$ cat src/sv/unsorted_array_priority_queue_core_defines.svh
// ---------------------------------------------------------------------------
// Assertion macros for the unsorted array priority queue core.
// Shared forms for clocked checks that are gated off while reset is low.
// ---------------------------------------------------------------------------
`ifndef UNSORTED_ARRAY_PRIORITY_QUEUE_CORE_DEFINES_SVH
`define UNSORTED_ARRAY_PRIORITY_QUEUE_CORE_DEFINES_SVH

// The consequent must hold in the same cycle as the antecedent.
`define UAPQ_ASSERT_SAME(label, ante, cons, msg) \
    label: assert property (@(posedge i_clk) disable iff (!i_rst_n) \
        (ante) |-> (cons)) else $error(msg);

// The consequent must hold in the cycle after the antecedent.
`define UAPQ_ASSERT_NEXT(label, ante, cons, msg) \
    label: assert property (@(posedge i_clk) disable iff (!i_rst_n) \
        (ante) |=> (cons)) else $error(msg);

`endif

$ cat src/sv/uapq_pkg.sv
// ---------------------------------------------------------------------------
// Unsorted array priority queue package.
// Beat types, stored entry type and operation codes.
// ---------------------------------------------------------------------------
`timescale 1ns / 1ps
`default_nettype none

package uapq_pkg;

    // Operation codes carried in the mode field.
    localparam logic [1:0] MODE_INSERT = 2'd0;
    localparam logic [1:0] MODE_REMOVE = 2'd1;
    localparam logic [1:0] MODE_PEEK   = 2'd2;

    // One request beat.
    typedef struct packed {
        logic [1:0]         mode;
        logic [15:0]        entry_id;
        logic signed [15:0] priority_req;
    } t_in_beat;

    // One result beat.
    typedef struct packed {
        logic               ok;
        logic [15:0]        out_id;
        logic signed [15:0] out_priority;
        logic [4:0]         count;
        logic               empty_res;
        logic               full_res;
    } t_out_beat;

    // One stored queue entry.
    typedef struct packed {
        logic [15:0]        id;
        logic signed [15:0] pri;
    } t_entry;

endpackage

`default_nettype wire

$ cat src/sv/unsorted_array_priority_queue_core.sv
// ---------------------------------------------------------------------------
// Unsorted array priority queue core.
// Bounded max-priority queue with insert, remove-highest and peek-highest.
// ---------------------------------------------------------------------------
// Entries live unsorted in a single-port-read memory of CAPACITY words. An
// insert, or any request that fails (insert when full, remove or peek when
// empty, unused mode), has its result beat ready in the cycle after it is
// accepted. A remove or peek scans the stored entries through the one memory
// read port with one signed comparator, one entry per cycle, and registers
// its result beat in a finish state after the scan. The queue accepts a new
// request beat only when it is idle and the previous result beat has been
// taken. Ties on priority go to the lowest storage index; a remove moves the
// last entry into the freed slot.
`timescale 1ns / 1ps
`default_nettype none

`include "unsorted_array_priority_queue_core_defines.svh"

module unsorted_array_priority_queue_core #(
    parameter int CAPACITY = 16
) (
    input  wire                  i_clk,
    input  wire                  i_rst_n,
    input  wire                  i_in_valid,
    output logic                 o_in_ready,
    input  uapq_pkg::t_in_beat   i_in_beat,
    output logic                 o_out_valid,
    input  wire                  i_out_ready,
    output uapq_pkg::t_out_beat  o_out_beat
);

    localparam int CW = $clog2(CAPACITY + 1);
    localparam int IW = $clog2(CAPACITY);
    localparam logic [CW-1:0] CAP_C = CW'(CAPACITY);

    typedef enum logic [1:0] {
        ST_IDLE,
        ST_SCAN,
        ST_FINISH
    } t_state;

    t_state               r_state;
    logic [CW-1:0]        r_count;
    logic [CW-1:0]        r_scan_idx;
    logic                 r_dv;
    logic [IW-1:0]        r_dv_idx;
    logic [IW-1:0]        r_best_idx;
    uapq_pkg::t_entry     r_best;
    logic [1:0]           r_mode;
    logic                 r_out_valid;
    uapq_pkg::t_out_beat  r_out;

    uapq_pkg::t_entry     r_mem [CAPACITY];
    uapq_pkg::t_entry     r_rd_data;

    logic                 w_in_acc;
    logic                 w_full;
    logic [CW-1:0]        w_count_m1;
    logic [IW-1:0]        w_rd_addr;
    logic                 w_mem_we;
    logic [IW-1:0]        w_mem_waddr;
    uapq_pkg::t_entry     w_mem_wdata;
    uapq_pkg::t_entry     w_in_entry;

    // Build a result beat from the outcome, the entry and the new count.
    function automatic uapq_pkg::t_out_beat f_result(
        input logic             ok,
        input uapq_pkg::t_entry ent,
        input logic [CW-1:0]    cnt
    );
        uapq_pkg::t_out_beat res;
        logic [CW+4:0]       ext;
        ext              = {5'd0, cnt};
        res.ok           = ok;
        res.out_id       = ent.id;
        res.out_priority = ent.pri;
        res.count        = ext[4:0];
        res.empty_res    = (cnt == '0);
        res.full_res     = (cnt == CAP_C);
        return res;
    endfunction

    // Handshake and simple status.
    assign o_in_ready  = (r_state == ST_IDLE) && !r_out_valid;
    assign w_in_acc    = i_in_valid && o_in_ready;
    assign o_out_valid = r_out_valid;
    assign o_out_beat  = r_out;
    assign w_full      = (r_count == CAP_C);
    assign w_count_m1  = r_count - 1'b1;
    assign w_in_entry  = '{id: i_in_beat.entry_id, pri: i_in_beat.priority_req};

    // The scan reads indexes 0 to count-1, then the last entry for the refill.
    assign w_rd_addr = (r_scan_idx == r_count) ? w_count_m1[IW-1:0] : r_scan_idx[IW-1:0];

    // Memory write: append on insert, refill the hole on remove.
    always_comb begin
        w_mem_we    = 1'b0;
        w_mem_waddr = r_count[IW-1:0];
        w_mem_wdata = w_in_entry;
        if (r_state == ST_IDLE) begin
            w_mem_we = w_in_acc && (i_in_beat.mode == uapq_pkg::MODE_INSERT) && !w_full;
        end else if (r_state == ST_FINISH && r_mode == uapq_pkg::MODE_REMOVE) begin
            w_mem_we    = 1'b1;
            w_mem_waddr = r_best_idx;
            w_mem_wdata = r_rd_data;
        end
    end

    // Entry memory with a registered read port.
    always_ff @(posedge i_clk) begin
        if (w_mem_we) begin
            r_mem[w_mem_waddr] <= w_mem_wdata;
        end
        r_rd_data <= r_mem[w_rd_addr];
    end

    // Sequencer, scan comparator and result register.
    always_ff @(posedge i_clk) begin
        if (!i_rst_n) begin
            r_state     <= ST_IDLE;
            r_count     <= '0;
            r_out_valid <= 1'b0;
            r_dv        <= 1'b0;
        end else begin
            if (r_out_valid && i_out_ready) begin
                r_out_valid <= 1'b0;
            end
            case (r_state)
                ST_IDLE: begin
                    if (w_in_acc) begin
                        r_mode <= i_in_beat.mode;
                        case (i_in_beat.mode)
                            uapq_pkg::MODE_INSERT: begin
                                r_out_valid <= 1'b1;
                                if (w_full) begin
                                    r_out <= f_result(1'b0, '0, r_count);
                                end else begin
                                    r_out   <= f_result(1'b1, '0, r_count + 1'b1);
                                    r_count <= r_count + 1'b1;
                                end
                            end
                            uapq_pkg::MODE_REMOVE, uapq_pkg::MODE_PEEK: begin
                                if (r_count == '0) begin
                                    r_out       <= f_result(1'b0, '0, r_count);
                                    r_out_valid <= 1'b1;
                                end else begin
                                    r_scan_idx <= '0;
                                    r_dv       <= 1'b0;
                                    r_state    <= ST_SCAN;
                                end
                            end
                            default: begin
                                r_out       <= f_result(1'b0, '0, r_count);
                                r_out_valid <= 1'b1;
                            end
                        endcase
                    end
                end
                ST_SCAN: begin
                    // Compare the entry read in the previous cycle.
                    if (r_dv && (r_dv_idx == '0 || r_rd_data.pri > r_best.pri)) begin
                        r_best     <= r_rd_data;
                        r_best_idx <= r_dv_idx;
                    end
                    // Issue the next read, or the read of the last entry.
                    if (r_scan_idx != r_count) begin
                        r_dv       <= 1'b1;
                        r_dv_idx   <= r_scan_idx[IW-1:0];
                        r_scan_idx <= r_scan_idx + 1'b1;
                    end else begin
                        r_dv    <= 1'b0;
                        r_state <= ST_FINISH;
                    end
                end
                ST_FINISH: begin
                    r_out_valid <= 1'b1;
                    r_state     <= ST_IDLE;
                    if (r_mode == uapq_pkg::MODE_REMOVE) begin
                        r_out   <= f_result(1'b1, r_best, w_count_m1);
                        r_count <= w_count_m1;
                    end else begin
                        r_out <= f_result(1'b1, r_best, r_count);
                    end
                end
                default: begin
                    r_state <= ST_IDLE;
                end
            endcase
        end
    end

    // Checks on the sequencer and the reported status.
    `UAPQ_ASSERT_SAME(a_count_bound, 1'b1, r_count <= CAP_C, "entry count above capacity")
    `UAPQ_ASSERT_NEXT(a_insert_ok, (w_in_acc && i_in_beat.mode == uapq_pkg::MODE_INSERT && !w_full), (o_out_valid && o_out_beat.ok), "insert into non-full queue did not succeed")
    `UAPQ_ASSERT_SAME(a_full_flag, o_out_valid, o_out_beat.full_res == (r_count == CAP_C), "full flag disagrees with stored count")
    `UAPQ_ASSERT_SAME(a_busy_not_ready, r_state != ST_IDLE, !o_in_ready && !o_out_valid, "request taken or result shown during a scan")

endmodule

`default_nettype wire
$ cat config.mk
export PLATFORM = sky130hd
export DESIGN_NAME = unsorted_array_priority_queue_core
export DESIGN_NICKNAME = d
export VERILOG_FILES = /design/src/sv/uapq_pkg.sv /design/src/sv/unsorted_array_priority_queue_core.sv
export VERILOG_INCLUDE_DIRS = /design/src /design/src/sv
export SDC_FILE = /design/constraint.sdc
export NUM_CORES = 1
export LEC_CHECK = 0
export ABC_AREA = 0
export BUFFER_PORTS_ARGS = -buffer_cell sky130_fd_sc_hd__clkbuf_2
export CELL_PAD_IN_SITES_DETAIL_PLACEMENT = 1
export CELL_PAD_IN_SITES_GLOBAL_PLACEMENT = 2
export CORE_ASPECT_RATIO = 0.5
export CORE_MARGIN = 1
export CORE_UTILIZATION = 46
export CTS_CLUSTER_SIZE = 25
export DETAILED_ROUTE_END_ITERATION = 10
export PLACE_DENSITY = 0.92
export SLEW_MARGIN = 30
export SYNTH_ARGS = -nofsm -noshare
export SYNTH_HDL_FRONTEND = slang
export SYNTH_SLANG_ARGS = --single-unit
$ cat constraint.sdc
create_clock -name i_clk -period 6 [get_ports i_clk]
set_input_delay 1.2 -clock i_clk [delete_from_list [all_inputs] [get_ports i_clk]]
set_output_delay 1.2 -clock i_clk [all_outputs]
set_load 0.02 [all_outputs]
# Word-level counts from Yosys, hierarchy flattened
# Memory sizes are Yosys's and may differ from the RTL's. A register that Yosys moved wholly into a read port is not among the register bits.
# Index checks and enable logic that the tools add are counted.
dict set report word_totals {
  ram_bits 512
  memories 1
  out_inout_bits 42
  word_cells 107
  input_bits 38
  ff_bits 96
}
dict set report op_classes {
  eq_ne 19
  n_mux 40
  reduce_logical 27
  magnitude_cmp 1
  addsub 3
}
# name words word_bits rd rd_clocked_by_memory_dff wr line_no
set memory_table {}
lappend memory_table {r_mem 16 32 1 1 1 unsorted_array_priority_queue_core.sv:53} ;# uapq_pkg::t_entry r_mem [CAPACITY];
# operator count
set op_table {}
lappend op_table {{$pmux W40 S2} 2}
lappend op_table {{$mux W40} 3}
lappend op_table {{$mux W32} 2}
lappend op_table {{$mux W5} 8}
lappend op_table {{$pmux W5 S2} 2}
lappend op_table {{$gt A16 B16 Y1} 1}
lappend op_table {{$eq A5 B5 Y1 const B} 3}
lappend op_table {{$logic_not A5 Y1} 3}
lappend op_table {{$mux W1} 12}
lappend op_table {{$mux W4} 3}
lappend op_table {{$reduce_and A4 Y1} 3}
lappend op_table {{$add A5 B1 Y5 const B} 2}
lappend op_table {{$ne A2 B2 Y1 const B} 5}
lappend op_table {{$reduce_and A3 Y1} 3}
lappend op_table {{$mux W2} 4}
lappend op_table {{$logic_and A1 B1 Y1} 7}
lappend op_table {{$mux W7} 1}
lappend op_table {{$eq A2 B1 Y1 const B} 3}
lappend op_table {{$ne A2 B1 Y1 const B} 3}
lappend op_table {{$reduce_and A6 Y1} 1}
lappend op_table {{$eq A5 B5 Y1} 1}
lappend op_table {{$ne A5 B5 Y1} 1}
lappend op_table {{$reduce_and A5 Y1} 1}
lappend op_table {{$sub A5 B1 Y5 const B} 1}
lappend op_table {{10 further kinds} 15}

# Logic depth before layout (Yosys ltp)
dict set report depth {
  ltp_word 8
  mapped_depth 13
  depth_no_buf 8
}

# Worst setup path before layout
# Ideal clock, no wire load.
dict set report synth_timing {
  path_kind {input to register}
  start {in i_in_beat[32] in the netlist's numbering}
  end {reg r_out (netlist bit o_out_beat[0]), enable pin}
  arrival_ps 4779
  cell_stages 5
  path_buffers 0
  required_time_ps 5502
  setup_time_ps 498
  slack_ps 723
  path_cell_list {inv_1 > ha_1 > nand2_1 > a31oi_1 > nor3b_1}
}
dict set report synth_between {
  elab_chain_len 4
  word_cells_on_any_way 5
  classes_between {3 x eq/ne; 2 x reduce/logical}
}
# element line_no
set synth_lines {}
lappend synth_lines {{start: declaration} unsorted_array_priority_queue_core.sv:26} ;# input uapq_pkg::t_in_beat i_in_beat,
lappend synth_lines {{$eq A2 B1 Y1 or $eq A2 B2 Y1 (tied branches)} unsorted_array_priority_queue_core.sv:132} ;# case (i_in_beat.mode)
lappend synth_lines {{$reduce_or A2 Y1 (*)} unsorted_array_priority_queue_core.sv:132}
lappend synth_lines {{$ne A3 B3 Y1 (no line) (*)} -}
lappend synth_lines {{$reduce_and A4 Y1 (no line) (*)} -}
lappend synth_lines {{end signal: assignment} unsorted_array_priority_queue_core.sv:136} ;# r_out <= f_result(1'b0, '0, r_count);
lappend synth_lines {{end signal: assignment} unsorted_array_priority_queue_core.sv:138} ;# r_out <= f_result(1'b1, '0, r_count + 1'b1);
lappend synth_lines {{end signal: assignment} unsorted_array_priority_queue_core.sv:144} ;# r_out <= f_result(1'b0, '0, r_count);
lappend synth_lines {{end: declaration} unsorted_array_priority_queue_core.sv:51} ;# uapq_pkg::t_out_beat r_out;
# Every way passes the cells marked *; elsewhere a longest branch is shown, timed or not.
# A chain may end at the register's enable or synchronous reset.

# Worst setup path in the final report
dict set report layout_timing {
  start {reg r_count[3]}
  end {reg, netlist name r_rd_data[28]}
}
dict set report layout_between {
  elab_chain_len 2
  word_cells_on_any_way 3
  classes_between {1 x add/sub; 1 x eq/ne; 1 x mux}
}
# element line_no
set layout_lines {}
lappend layout_lines {{start: declaration} unsorted_array_priority_queue_core.sv:43} ;# logic [CW-1:0] r_count;
lappend layout_lines {{start signal: assignment} unsorted_array_priority_queue_core.sv:139} ;# r_count <= r_count + 1'b1;
lappend layout_lines {{start signal: assignment} unsorted_array_priority_queue_core.sv:180} ;# r_count <= w_count_m1;
lappend layout_lines {{$sub A5 B1 Y5 or $eq A5 B5 Y1 (tied branches)} {unsorted_array_priority_queue_core.sv:89, unsorted_array_priority_queue_core.sv:93}}
lappend layout_lines {{$mux W4 (*)} unsorted_array_priority_queue_core.sv:93} ;# assign w_rd_addr = (r_scan_idx == r_count) ? w_count_m1[IW-1:0] : r_scan_idx[IW-1:0];
# Marked as above.

==> results.md <==
* Status: complete, no violations
* Post-Syn Nets at 1896
* Worst slew pin tran at about 940 ps
* WL final at ~78000 microns
* Post-synth ARST share at 0
* Inst Count DP at 2574
* Worst Skew at 28.9 ps
* CTS tree: yes
* Lkg Pwr at ~11 nW
* Clock latency at the later pin of the worst-skew pair at 600 ps
* GR Overflow Total at 0
* Max-slew headroom at 0.375
* First-pass DRT Iterations at 6
* Post-DP HPWL at 43600 microns
* Mapped cell area at 27100 sq um
* CTS Hold Bufs at 0
* Area Growth Syn to Fin at 11.8%
* Syn_area_per_cell at between 10 and 15 sq um
* Critical Path Fanout Max at 172
* Hold WS at 438 ps
* Critical path required time at 6460 ps
* Pwr per Cell Area at 293 nW/um^2
* Die width at 345 microns
* Ports at 80
* Num Clock Sinks at 640
* Hold depth at 0
* Worst Hold Endpoint: r_best[21]$_DFFE_PP_
* Initial Utilization at 0.469
* RSZ-0062 raised after global routing: false
* Peak Freq at 206 MHz
* Worst r2r src: r_count[3]$_SDFFE_PN0P_
* GP Congestion at 0.796
* First DRT Iteration DRCs at between 2000 and 2500
* Clock-pin slew on the worst setup and hold paths at 60 ps
* R2R cell count at 8
* Post-CTS Resized at 0
* Max_cap viols at 0
* Tmin final at 4860 ps
* Global-route usage over all layers at 0.257
* Area after DPL at 28500 sq um
* IR drop worst, VDD at 0.257 mV
* Core Rows at 62
* Max Buffers Root-to-Sink at 3
* Die Span Y at 174 microns
* Endpoints failing setup at 0
* Crit Path Category: register to register
* CP arrival at 5320 ps
* Final cell count without fillers at 2680
* Initial antenna violation count at 2
* Worst setup EP type: register
* Mapped Cells at 1834
* Number of global-route vias before repair at 18100
* Netlist cell types at 57
* Via count at 17300
* Final core area utilization at 0.524
* Via-to-Cell Ratio at 6.44
* Hold path startpoint: r_rd_data[21]$_DFF_P_
* Clock root buffer: clkbuf_16
* Layout cells sized above 1 at 0.182
* Register area share after synthesis at 0.694
* PnR Total Power at 8.86 mW
* Final Worst Setup Slack at about 1100 ps
* Fin area at 30300 sq um
* H-tree depth at 2
* EDFF count, synth at 599
* Core footprint at 57800 sq um
* Fin. Hold Viols at 0
* Final Cycle Share at 0.810
* Pins over their slew limit at 0
* CP Launch Point: r_count[3]$_SDFFE_PN0P_
* Worst R2R Setup Slack at ~1100 ps
* Post-CTS Setup Inserts at 0
* WL/cell at 29.0 microns
* CP startpoint kind: register
* DRC viols at 0
* Die area at 59900 sq um
* # diodes at 0
* Main flop type after synthesis: edfxtp_1
* Final nets at 1929
* Global-route wire length before repair at 116000 microns
* Syn. warnings at 0
* Routed Antenna Nets at 0
* Flops & latches, synth at 640
* Inserted Clock Buffers at 57
* Buffers added on ports at 79
* Setup_tns at 0 ps
* Largest net degree at the start of global routing at around 240
* Worst slack, placed at ~1300 ps
* Hold Path Class: register to register
* Crit Reg-Reg Endpoint: r_rd_data[28]$_DFF_P_
cells in the mapped netlist (2+ instances only):
master / instances / area [sq um]
a2111o_1: 11 / 124
a21o_1: 6 / 45.0
a21oi_1: 9 / 45.0
a31oi_1: 8 / 50.1
and2_1: 21 / 131
and3_1: 7 / 43.8
and3b_1: 2 / 17.5
buf_1: 10 / 37.5
buf_2: 30 / 150
buf_6: 5 / 56.3
clkbuf_1: 112 / 420
dfxtp_1: 41 / 821
edfxtp_1: 599 / 18000
ha_1: 24 / 300
inv_1: 144 / 541
mux2_1: 14 / 158
mux2_2: 93 / 1050
mux2_4: 11 / 165
mux2i_1: 36 / 360
nand2_1: 128 / 480
nand2b_1: 5 / 31.3
nand3_1: 6 / 30.0
nand4_1: 4 / 25.0
nor2_1: 50 / 188
nor2b_1: 5 / 31.3
nor3_1: 15 / 75.1
nor3b_1: 3 / 22.5
o211ai_1: 118 / 886
o21a_1: 4 / 30.0
o21ai_0: 15 / 75.1
o221ai_1: 117 / 1020
o311a_1: 117 / 1170
o31ai_1: 3 / 22.5
or3_1: 3 / 18.8
or4_1: 22 / 165
xnor2_1: 5 / 43.8
xor2_1: 11 / 96.3
cells in the final DEF, fill, tap and decap left out, types with 20 or more instances in the layout:
cell type / netlist / layout
mux2_2: 93 / 93
clkbuf_16: 0 / 58
o221ai_1: 117 / 117
mux2i_1: 36 / 33
or4_1: 22 / 21
dfxtp_1: 41 / 40
edfxtp_1: 599 / 599
o211ai_1: 118 / 118
nor2_1: 50 / 34
o311a_1: 117 / 117
and2_1: 21 / 20
nand2_1: 128 / 127
inv_1: 144 / 144
ha_1: 24 / 24
clkbuf_2: 0 / 79
buf_4: 1 / 43
state kept, by name, summed over array words and instances (netlist names), 4 cells and up:
name        flops
r_mem         512
r_count         5
r_best_idx      4
r_scan_idx      5
r_dv_idx        4
r_rd_data      32
o_out_beat     40
r_best         32
cell type report:
type,instances,area [sq um]
fill,5475,27500
tap,768,961
clock inverter,25,138
inverter,144,541
clock buffer,79,1580
sequential,640,18800
multi-input combinational,892,7290
timing repair buffer,132,956
routing by layer:
layer  vias up  GRT usage  routed length, microns
li1       7307          -                       -
met5         -          0                      10
met4         2     0.0874                    2250
met2       877      0.420                   37600
met1      8904      0.346                   31300
met3       173     0.0501                    6700
kinds of logic (layout without fill, tap and decap cells):
group | Yosys count | in the layout | synth area share
compound gates | 424 | 424 | 0.133
xor+xnor | 16 | 16 | 0.00517
fa+ha+maj | 24 | 24 | 0.0111
buf+inv | 302 | 380 | 0.0448
flops | 640 | 640 | 0.694
mux | 154 | 154 | 0.0639
simple gates | 274 | 274 | 0.0473
worst max-delay path by stage:
stage                                         end  slack (ps)  cells past startpoint
after global placement      r_rd_data[19]$_DFF_P_        1590                      8
after detailed placement    r_rd_data[28]$_DFF_P_        1300                      8
final                       r_rd_data[28]$_DFF_P_        1140                      8
after global routing        r_rd_data[16]$_DFF_P_         980                      8
after floorplan           o_out_beat[0]$_DFFE_PP_         720                      5
after CTS                   r_rd_data[13]$_DFF_P_        1240                      8
critical path, cell delays in order, from the launching register on:
cell	delay, ps
dfxtp_1	730
xor2_1	330
or4_4	390
buf_4	770
o21a_4	760
buf_12	610
o221ai_1	240
o311a_1	190
or4_1	510
where the power goes:
part,switching (mW),internal [mW],total [mW],leakage [nW]
clock,1.62,1.84,3.46,0.839
sequential,0.0371,4.92,4.96,5.76
combinational,0.297,0.136,0.433,4.11
total,1.96,6.90,8.86,10.7
(Power assumes the default switching activity.)
